[src/hw/rtl/assert_macros.svh]
// Assertion helper macros for the light selector RTL.
`ifndef ASSERT_MACROS_SVH
`define ASSERT_MACROS_SVH
// Implication checked on every edge outside reset.
`define ASSERT_IMPL(label, clk, rst_n, ante, cons) \
    label: assert property (@(posedge clk) disable iff (!rst_n) (ante) |-> (cons)) \
        else $error("assertion failed");
// Next-cycle implication checked outside reset.
`define ASSERT_NEXT(label, clk, rst_n, ante, cons) \
    label: assert property (@(posedge clk) disable iff (!rst_n) (ante) |=> (cons)) \
        else $error("assertion failed");
`endif

[src/hw/rtl/nls_ram.sv]
// ----------------------------------------------------------------------------
// nls_ram
// Generic single-port-write, single-port-read RAM with registered read.
// ----------------------------------------------------------------------------
module nls_ram #(
    parameter int WIDTH = 8,
    parameter int DEPTH = 64
) (
    input  logic                     clk,
    input  logic                     we,
    input  logic [$clog2(DEPTH)-1:0] waddr,
    input  logic [WIDTH-1:0]         wdata,
    input  logic [$clog2(DEPTH)-1:0] raddr,
    output logic [WIDTH-1:0]         rdata
);
    logic [WIDTH-1:0] mem [DEPTH];

    // Write port and registered read port.
    always_ff @(posedge clk)
    begin
        if (we)
        begin
            mem[waddr] <= wdata;
        end
        rdata <= mem[raddr];
    end
endmodule

[config.mk]
export PLATFORM = sky130hd
export DESIGN_NAME = nls_ram
export DESIGN_NICKNAME = d
export VERILOG_FILES = /design/src/hw/rtl/assert_macros.svh /design/src/hw/rtl/nls_ram.sv
export SDC_FILE = /design/constraint.sdc
export NUM_CORES = 1
export LEC_CHECK = 0
export BUFFER_PORTS_ARGS = -buffer_cell sky130_fd_sc_hd__buf_4
export CORE_ASPECT_RATIO = 0.75
export CORE_MARGIN = 2
export CORE_UTILIZATION = 39
export CTS_BUF_LIST = sky130_fd_sc_hd__clkbuf_8 sky130_fd_sc_hd__clkbuf_16
export DETAILED_ROUTE_END_ITERATION = 10
export GPL_TIMING_DRIVEN = 0
export PLACE_DENSITY = 0.64
export SYNTH_ARGS = -nofsm -noshare
export SYNTH_HDL_FRONTEND = slang
export SYNTH_SLANG_ARGS = --single-unit
[constraint.sdc]
create_clock -name clk -period 2.1 [get_ports clk]
set_input_delay 0.21 -clock clk [delete_from_list [all_inputs] [get_ports clk]]
set_output_delay 0.21 -clock clk [all_outputs]
set_load 0.05 [all_outputs]
==> run_results.csv, run 1 <==
group,metric,value,unit
sta,finalSetupTns,0,ns
sta,holdWs,0.205,ns
synthesis,yosys-top-cells-count,"edfxtp_1, mux4_2, nor2_1",
global_route,grt_pass1_vias,9861,
route,viasPerCell,5.72,
worst_hold_path,hold_class,"primary input to flop",
synthesis,synth_edf_count,512,
pwr,p_leak,7.03,nW
clocking,clkSinkCount,520,
final_layout,postLayoutCellArea,22700,sq um
final_layout,layout.nets,1033,
final_layout,n_antenna_cell,0,
synthesis,syn_area_per_cell,21.5,sq um
route,drtIter0Drc,1403,
clocking,cts_setup_buffers,0,
clocking,cts_tree,"yes",
worst_setup_path,critical_path_required,2.48,ns
sta,rsz0062_at_grt,"false",
final_layout,fillers,4341,
sta,final-max-slew-violation-count,0,
place,gp_congestion,0.881,
synthesis,ys.flop_type,"edfxtp_1",
synthesis,synth_most_common_cell,"edfxtp_1",
synthesis,yosys.cell_types.count,40,
floorplan,start_util,39.3,%
final_layout,layout-drive-gt1-share,25.3,%
worst_setup_path,path_delay_family,"multiplexers",
clocking,clkSlewWorstSetupHoldPaths,0.07,ns
synthesis,syn-cell-area,20200,sq um
pwr,power_density,929,nW/um^2
worst_setup_path,crit_slowest_cell,"mux4_2",
floorplan,die-area,53600,sq um
sta,skew,0.0270,ns
place,dp_hpwl,31.2,mm
route,postRouteAntennaNets,0,
pwr,vdd_drop_max,0.572,mV
sta,fin_crit_sh,98.0,%
sta,setup_viol,0,
sta,fin_ws,0.0416,ns
synthesis,yosysSeqAreaShare,77.0,%
worst_setup_path,critPathLaunchType,"flop",
floorplan,die-height,201,um
place,dp_cells,1627,
global_route,track_usage,18.6,%
final_layout,final_cells,1712,
route,wl_per_cell,28.5,um
synthesis,synth_warnings,0,
sta,fmax,486,MHz
global_route,grt_pass1_wl,70.3,mm
route,vias,9794,
sta,fin_crit,2.06,ns
synthesis,ys_ff_latch,520,
route,routed_wl,48.8,mm
sta,timing_hold_violations_final,0,
floorplan,core_region_area,51300,sq um
global_route,grt_util_met1,27.3,%
place,dp_slack,-0.981,ns
final_layout,fin_util,44.2,%
place,place_area,21200,sq um
global_route,grt.met2_usage,26.0,%
sta,tightest_slew,1.19,ns
worst_setup_path,path_cells,"mux4_2 > mux4_2 > nor2_1 > nor3_1 > o2bb2ai_1",
final_layout,area_delta_synth_final,12.6,%
route,drt-pass1-iter-count,5,
synthesis,synth_top_area_cell,"edfxtp_1",
worst_setup_path,crit_type,"flop to flop",
synthesis,synthDominantCellAreaShare,76.2,%
worst_setup_path,end_kind,"flop",
outcome,outcome,"finished clean",
clocking,worstSkewPairLatency,0.58,ns
worst_setup_path,worst_ep_arrival_time,2.44,ns
global_route,grt-ovfl-total,0,
floorplan,rows,72,
flow_run,maxCapViolCount,0,
worst_setup_path,crit_top_cell,"mux4_2",
clocking,clk_path_buf_depth,3,
global_route,use_met3,6.65,%
sta,slew_headroom,20.0,%
global_route,grt_max_degree,65,
synthesis,synth_area_leaders,"edfxtp_1, mux4_2, nor2_1, mux2i_1, dfxtp_1",
synthesis,async_flop_share,0,%
clocking,cts_root_buffer,"clkbuf_16",
place,io_buffer_count,21,
floorplan,die_width,267,um
worst_setup_path,worst-path-buf-inv,0,
synthesis,syn_inst,940,
global_route,antenna_found_initial,1,
global_route,grt-busiest-layer,"met1",
floorplan,num_io_pins,30,
clocking,cts_max_level,2,
worst_setup_path,critPathMaxFanout,1,
synthesis,syn-num-nets,962,
pwr,p_total,21.1,mW
clocking,cts_made_buffers,48,
worst_setup_path,critPathMaxStageDelay,0.52,ns
route,route.detailed.drc,0,
## flip-flops by register name (all words and copies together) (netlist names)
signal,count
mem,512
rdata,8
## path summary, 6_finish.rpt
check                       startpoint                  end  slack (ns)  depth (start not counted)
setup / recovery  mem[11][2]$_DFFE_PP_     rdata[2]$_DFF_P_        0.04                          5
setup reg to reg  mem[11][2]$_DFFE_PP_     rdata[2]$_DFF_P_        0.04                          5
hold reg to reg    mem[4][7]$_DFFE_PP_     rdata[7]$_DFF_P_        0.95                          4
hold / removal                wdata[6]  mem[1][6]$_DFFE_PP_        0.20                          1
## cell families after synthesis
logic type | after synthesis | share of synthesized area [%]
compound gates | 54 | 2.07
buf+inv | 51 | 1.57
flops | 520 | 77.0
mux | 162 | 15.9
simple gates | 153 | 3.39
## layout make-up
cell class | instances | area (sq um) | area share [%]
Buffer | 50 | 334 | 1.47
Timing Repair Buffer | 22 | 168 | 0.738
Clock inverter | 35 | 234 | 1.03
Tap cell | 666 | 833 | 3.67
Sequential cell | 520 | 15500 | 68.4
Multi-Input combinational cell | 369 | 4360 | 19.2
Clock buffer | 50 | 1250 | 5.51
## layer usage
layer  vias up  wire length [um]
met1      5139             20800
met3        79              5670
li1       4074                 -
met4         0              1280
met2       502             21100
met5         -                 0
## worst reg2reg max path: stages (launching register included)
cell and delay (ns):
edfxtp_1 0.36, mux4_2 0.51, mux4_2 0.52, nor2_1 0.14, nor3_1 0.07, o2bb2ai_1 0.26
## report_power, final
part,switching (mW),internal (mW)
combinational,0.824,0.434
sequential,0.0204,11.5
clock,3.69,4.64
## placed cells by master (no fill, tap or decap), drive strengths merged, types with 2 or more instances in the layout
cell	netlist	final
dfxtp	8	8
buf	34	53
clkinv	0	15
o2bb2ai	3	3
nor4	2	2
bufinv	0	3
o21a	2	2
mux2	13	13
nor3	7	7
o41ai	2	2
edfxtp	512	512
a21oi	3	3
nand3b	3	3
nand2	19	19
o2111ai	3	3
clkbuf	17	68
o221ai	8	8
o21ai	4	4
mux4	126	126
a211oi	4	4
mux2i	23	23
nor2	83	83
clkinvlp	0	2
a2111oi	2	2
o32ai	2	2
a22oi	3	3
o22ai	8	8
o221a	2	2
a221oi	6	6
nand2b	7	7
nor2b	14	14
nand4	2	2
inv	0	15
nand3	13	13
## timing repair
item | CTS | global route
gates resized for setup | 14 | 12
endpoints found under the hold margin | 2 | 0
setup endpoints to repair | 8 | 7
gates cloned | 0 | 0
hold buffers | 1 | 0
(Power assumes the default switching activity.)
==> run 2, diff against run 1 <==
--- a/config.mk
+++ b/config.mk
@@ -7,7 +7,7 @@
 export LEC_CHECK = 0
 export BUFFER_PORTS_ARGS = -buffer_cell sky130_fd_sc_hd__buf_4
 export CORE_ASPECT_RATIO = 0.75
-export CORE_MARGIN = 2
+export CORE_MARGIN = 10
 export CORE_UTILIZATION = 39
 export CTS_BUF_LIST = sky130_fd_sc_hd__clkbuf_8 sky130_fd_sc_hd__clkbuf_16
 export DETAILED_ROUTE_END_ITERATION = 10
==> run_results.csv, run 2 (synthesis results as in run 1) <==
group,metric,value,unit
outcome,outcome,"finished clean",
sta,final-max-slew-violation-count,0,
global_route,antenna_found_initial,3,
worst_setup_path,worst_ep_arrival_time,2.50,ns
sta,skew,0.0171,ns
place,gp_congestion,0.886,
route,wl_per_cell,29.0,um
final_layout,largest_reg_flops,512,
global_route,grt_max_degree,65,
final_layout,layout-drive-gt1-share,25.7,%
clocking,cts_max_level,2,
global_route,grt_pass1_vias,9921,
sta,fmax,481,MHz
worst_setup_path,cp-endpoint,"rdata[3]$_DFF_P_",
clocking,cts_tree,"yes",
worst_setup_path,crit_start,"raddr[1]",
floorplan,die_width,283,um
place,io_buffer_count,21,
worst_setup_path,reg2reg_slack,0.03,ns
worst_setup_path,end_kind,"flop",
route,routed_wl,49.8,mm
floorplan,num_io_pins,30,
route,postRouteAntennaNets,0,
sta,finalSetupTns,0,ns
route,drtIter0Drc,1559,
worst_hold_path,hold_class,"primary input to flop",
final_layout,postLayoutCellArea,22800,sq um
place,place_area,21200,sq um
pwr,power_density,939,nW/um^2
final_layout,seq_area,15500,sq um
clocking,clk_path_buf_depth,3,
final_layout,layout.nets,1034,
final_layout,final_common_cell,"edfxtp_1",
sta,timing_hold_violations_final,0,
final_layout,fin_util,44.3,%
floorplan,start_util,39.3,%
sta,fin_crit_sh,99.0,%
clocking,clkSlewWorstSetupHoldPaths,0.06,ns
clocking,cts_root_buffer,"clkbuf_16",
final_layout,mostFrequentLayoutCells,"edfxtp_1, mux4_2, nor2_1, clkbuf_16, buf_4",
route,route.detailed.drc,0,
final_layout,largestRegisters,"mem x512, rdata x8",
worst_setup_path,crit_type,"primary input to flop",
worst_setup_path,r2r_cells,4,
sta,setup_viol,0,
sta,tightest_slew,1.20,ns
clocking,cts_made_buffers,48,
worst_setup_path,r2r_end,"rdata[3]$_DFF_P_",
final_layout,top_register,"mem",
floorplan,die-height,217,um
route,drt-pass1-iter-count,5,
sta,slew_headroom,19.7,%
final_layout,multi_input_area,4360,sq um
place,dp_hpwl,32.0,mm
route,vias,10000,
global_route,track_usage,16.2,%
clocking,worstSkewPairLatency,0.58,ns
worst_setup_path,critPathMaxFanout,10,
pwr,p_leak,7.04,nW
global_route,grt_pass1_wl,71.4,mm
floorplan,core_region_area,51300,sq um
floorplan,rows,72,
clocking,clkSinkCount,520,
final_layout,fillers,4318,
worst_setup_path,critPathLaunchType,"primary input",
global_route,grt-ovfl-total,0,
worst_setup_path,reg2reg_from,"mem[51][3]$_DFFE_PP_",
sta,fin_crit,2.08,ns
pwr,vdd_drop_max,0.514,mV
flow_run,maxCapViolCount,0,
final_layout,area_delta_synth_final,12.9,%
worst_setup_path,critical_path_required,2.52,ns
floorplan,die-area,61300,sq um
route,viasPerCell,5.83,
run 2: cell count changes in the layout (fill, tap and decap cells not counted), moves of 2 or more:
cell,before,now
inv_1,15,9
inv_6,0,3
clkinv_2,3,7
bufinv_16,3,5
mux2i_1,20,22
mux2i_2,3,1
run 2: worst min path at each step:
stage,slack [ns],cells after the start,startpoint,endpoint
2_1_floorplan,0.31,0,wdata[0],mem[0][0]$_DFFE_PP_
3_5_place_dp,0.60,2,raddr[5],rdata[3]$_DFF_P_
5_1_grt,0.20,1,wdata[7],mem[48][7]$_DFFE_PP_
6_report,0.16,1,wdata[7],mem[50][7]$_DFFE_PP_
4_1_cts,0.19,1,wdata[7],mem[48][7]$_DFFE_PP_
3_3_place_gp,0.60,2,raddr[5],rdata[5]$_DFF_P_
run 2: report_power, final:
part	total, mW	switching, mW	leakage [nW]	internal [mW]
logic	1.28	0.840	1.59	0.435
clock network	8.59	3.74	0.783	4.85
registers	11.5	0.0195	4.67	11.5
run 2: cell type report:
class / count / share of cell area, %
clock buffer: 49 / 5.39
antenna: 1 / 0.0110
multi-input combinational: 369 / 19.1
clock inverter: 38 / 1.34
tap: 666 / 3.66
timing repair buffer: 23 / 0.769
sequential: 520 / 68.2
buffer: 50 / 1.47
run 2: layer usage:
layer	share of wire, %	wire length [um]	GRT usage (%)
met1	44	21700	24.1
met2	42	20900	22.0
met3	12	6120	6.06
met4	2.2	1110	4.02
met5	0.026	13	0
run 2: worst max-delay path, stage by stage:
cell     delay (ns)
buf_4          0.19
buf_6          0.28
buf_2          0.37
mux4_2         0.41
mux4_2         0.53
o21ai_1        0.30
o41ai_1        0.18
run 2: per-stage QoR:
stage,std cells,setup WS [ns],hold slack [ns],power (mW)
global route,1715,-0.00000466,0.198,22.0
detailed placement,1627,-0.912,0.596,13.0
finish,1716,0.0212,0.158,21.4
floorplan,940,0.222,0.309,12.4
global placement,1627,-0.877,0.599,12.9
CTS,1715,0.00467,0.186,21.5
run 2: timing repair:
action | CTS | global route
endpoints found under the hold margin | 1 | 0
buffers inserted | 0 | 0
gates resized for setup | 12 | 15
setup endpoints to repair | 8 | 8
hold buffers | 1 | 0
==> run 3, diff against run 2 <==
==> constraint.sdc (replaced) <==
create_clock -name clk -period 2.3 [get_ports clk]
set_input_delay 0.23 -clock clk [delete_from_list [all_inputs] [get_ports clk]]
set_output_delay 0.23 -clock clk [all_outputs]
set_load 0.05 [all_outputs]
==> run_results.csv, run 3 (synthesis results as in run 1) <==
group,metric,value,unit
global_route,grt_pass1_wl,71.3,mm
final_layout,area_delta_synth_final,12.7,%
sta,final-max-slew-violation-count,0,
sta,fin_ws,0.0409,ns
global_route,antenna_found_initial,2,
final_layout,layout.nets,1033,
floorplan,rows,72,
global_route,grt-ovfl-total,0,
sta,fmax,443,MHz
pwr,power_density,858,nW/um^2
route,drtIter0Drc,1524,
global_route,track_usage,16.2,%
worst_setup_path,critPathLaunchType,"primary input",
sta,fin_crit,2.26,ns
worst_setup_path,critPathMaxFanout,10,
worst_setup_path,worst_ep_arrival_time,2.66,ns
outcome,outcome,"finished clean",
sta,rsz0062_at_grt,"false",
final_layout,final_common_cell,"edfxtp_1",
route,route.detailed.drc,0,
place,dp_slack,-0.732,ns
clocking,clk_path_buf_depth,3,
route,viasPerCell,5.84,
floorplan,num_io_pins,30,
flow_run,maxCapViolCount,0,
route,routed_wl,49.7,mm
place,io_buffer_count,21,
worst_setup_path,end_kind,"flop",
clocking,cts_max_level,2,
worst_setup_path,critical_path_required,2.70,ns
floorplan,die_width,283,um
sta,finalSetupTns,0,ns
sta,fin_crit_sh,98.2,%
global_route,grt_pass1_vias,9922,
pwr,p_leak,7.03,nW
clocking,worstSkewPairLatency,0.58,ns
clocking,cts_tree,"yes",
clocking,cts_root_buffer,"clkbuf_16",
clocking,clkSlewWorstSetupHoldPaths,0.06,ns
final_layout,largest_reg_flops,512,
place,place_area,21200,sq um
final_layout,layout-drive-gt1-share,25.2,%
place,dp_hpwl,32.0,mm
route,vias,10000,
sta,tightest_slew,1.20,ns
worst_setup_path,crit_type,"primary input to flop",
final_layout,mostFrequentLayoutCells,"edfxtp_1, mux4_2, nor2_1, clkbuf_16, buf_4",
route,wl_per_cell,29.0,um
place,gp_congestion,0.886,
route,drt-pass1-iter-count,6,
worst_hold_path,hold_class,"primary input to flop",
floorplan,core_region_area,51300,sq um
clocking,cts_made_buffers,48,
sta,slew_headroom,19.6,%
floorplan,start_util,39.3,%
sta,timing_hold_violations_final,0,
global_route,grt_max_degree,65,
clocking,holdBufCountCts,0,
route,postRouteAntennaNets,0,
final_layout,top_register,"mem",
pwr,vdd_drop_max,0.467,mV
floorplan,die-area,61300,sq um
floorplan,die-height,217,um
clocking,clkSinkCount,520,
sta,skew,0.0165,ns
final_layout,postLayoutCellArea,22700,sq um
sta,setup_viol,0,
final_layout,largestRegisters,"mem x512, rdata x8",
## run 3: final timing paths
check	start	endpoint	slack [ns]	cells past startpoint
setup reg to reg	mem[29][4]$_DFFE_PP_	rdata[4]$_DFF_P_	0.14	5
hold reg to reg	mem[7][7]$_DFFE_PP_	rdata[7]$_DFF_P_	0.92	4
setup / recovery	raddr[1]	rdata[4]$_DFF_P_	0.04	8
hold / removal	raddr[5]	rdata[3]$_DFF_P_	0.06	2
## run 3: area by class of cell
class | instances | area [sq um]
fillers | 4327 | 28600
flip-flops and latches | 520 | 15500
multi-input cells | 369 | 4330
clock buffers | 49 | 1230
well taps | 666 | 833
plain buffers | 50 | 337
clock inverters | 38 | 305
repair buffers | 22 | 165
diodes | 1 | 2.50
## run 3: per-layer routing
| metal | share of wire, % | vias up | track usage (%) |
|---|---|---|---|
| li1 | - | 4082 | - |
| met1 | 44 | 5315 | 24.1 |
| met2 | 42 | 529 | 21.9 |
| met3 | 12 | 93 | 5.97 |
| met4 | 2.3 | 2 | 3.97 |
| met5 | 0.026 | - | 0 |
## run 3: through the flow
step           hold WS [ns]  instances  utilization, %  power [mW]
2_1_floorplan         0.329        940               -        11.3
5_1_grt              0.0298       1714            44.3        20.1
3_3_place_gp          0.619       1627            41.2        11.8
4_1_cts              0.0122       1713            44.2        19.6
3_5_place_dp          0.616       1627            41.2        11.8
6_report             0.0590       1715            44.3        19.5
## run 3: repair_timing
action                                  CTS  global route
gates resized for setup                   6             5
pin swaps                                 0             0
setup buffers                             0             0
endpoints found under the setup margin    6             3
gates cloned                              0             0
## run 3: report_power, final
part / switching (mW) / internal, mW / total, mW
sequential: 0.0178 / 10.5 / 10.5
combinational: 0.763 / 0.391 / 1.15
clock: 3.42 / 4.42 / 7.84
total: 4.20 / 15.3 / 19.5
## run 3: critical path, stage by stage
cell,delay (ns)
buf_4,0.19
buf_2,0.35
buf_4,0.34
buf_2,0.41
nor2_1,0.10
nor2_1,0.34
nor3_1,0.14
o32ai_2,0.53
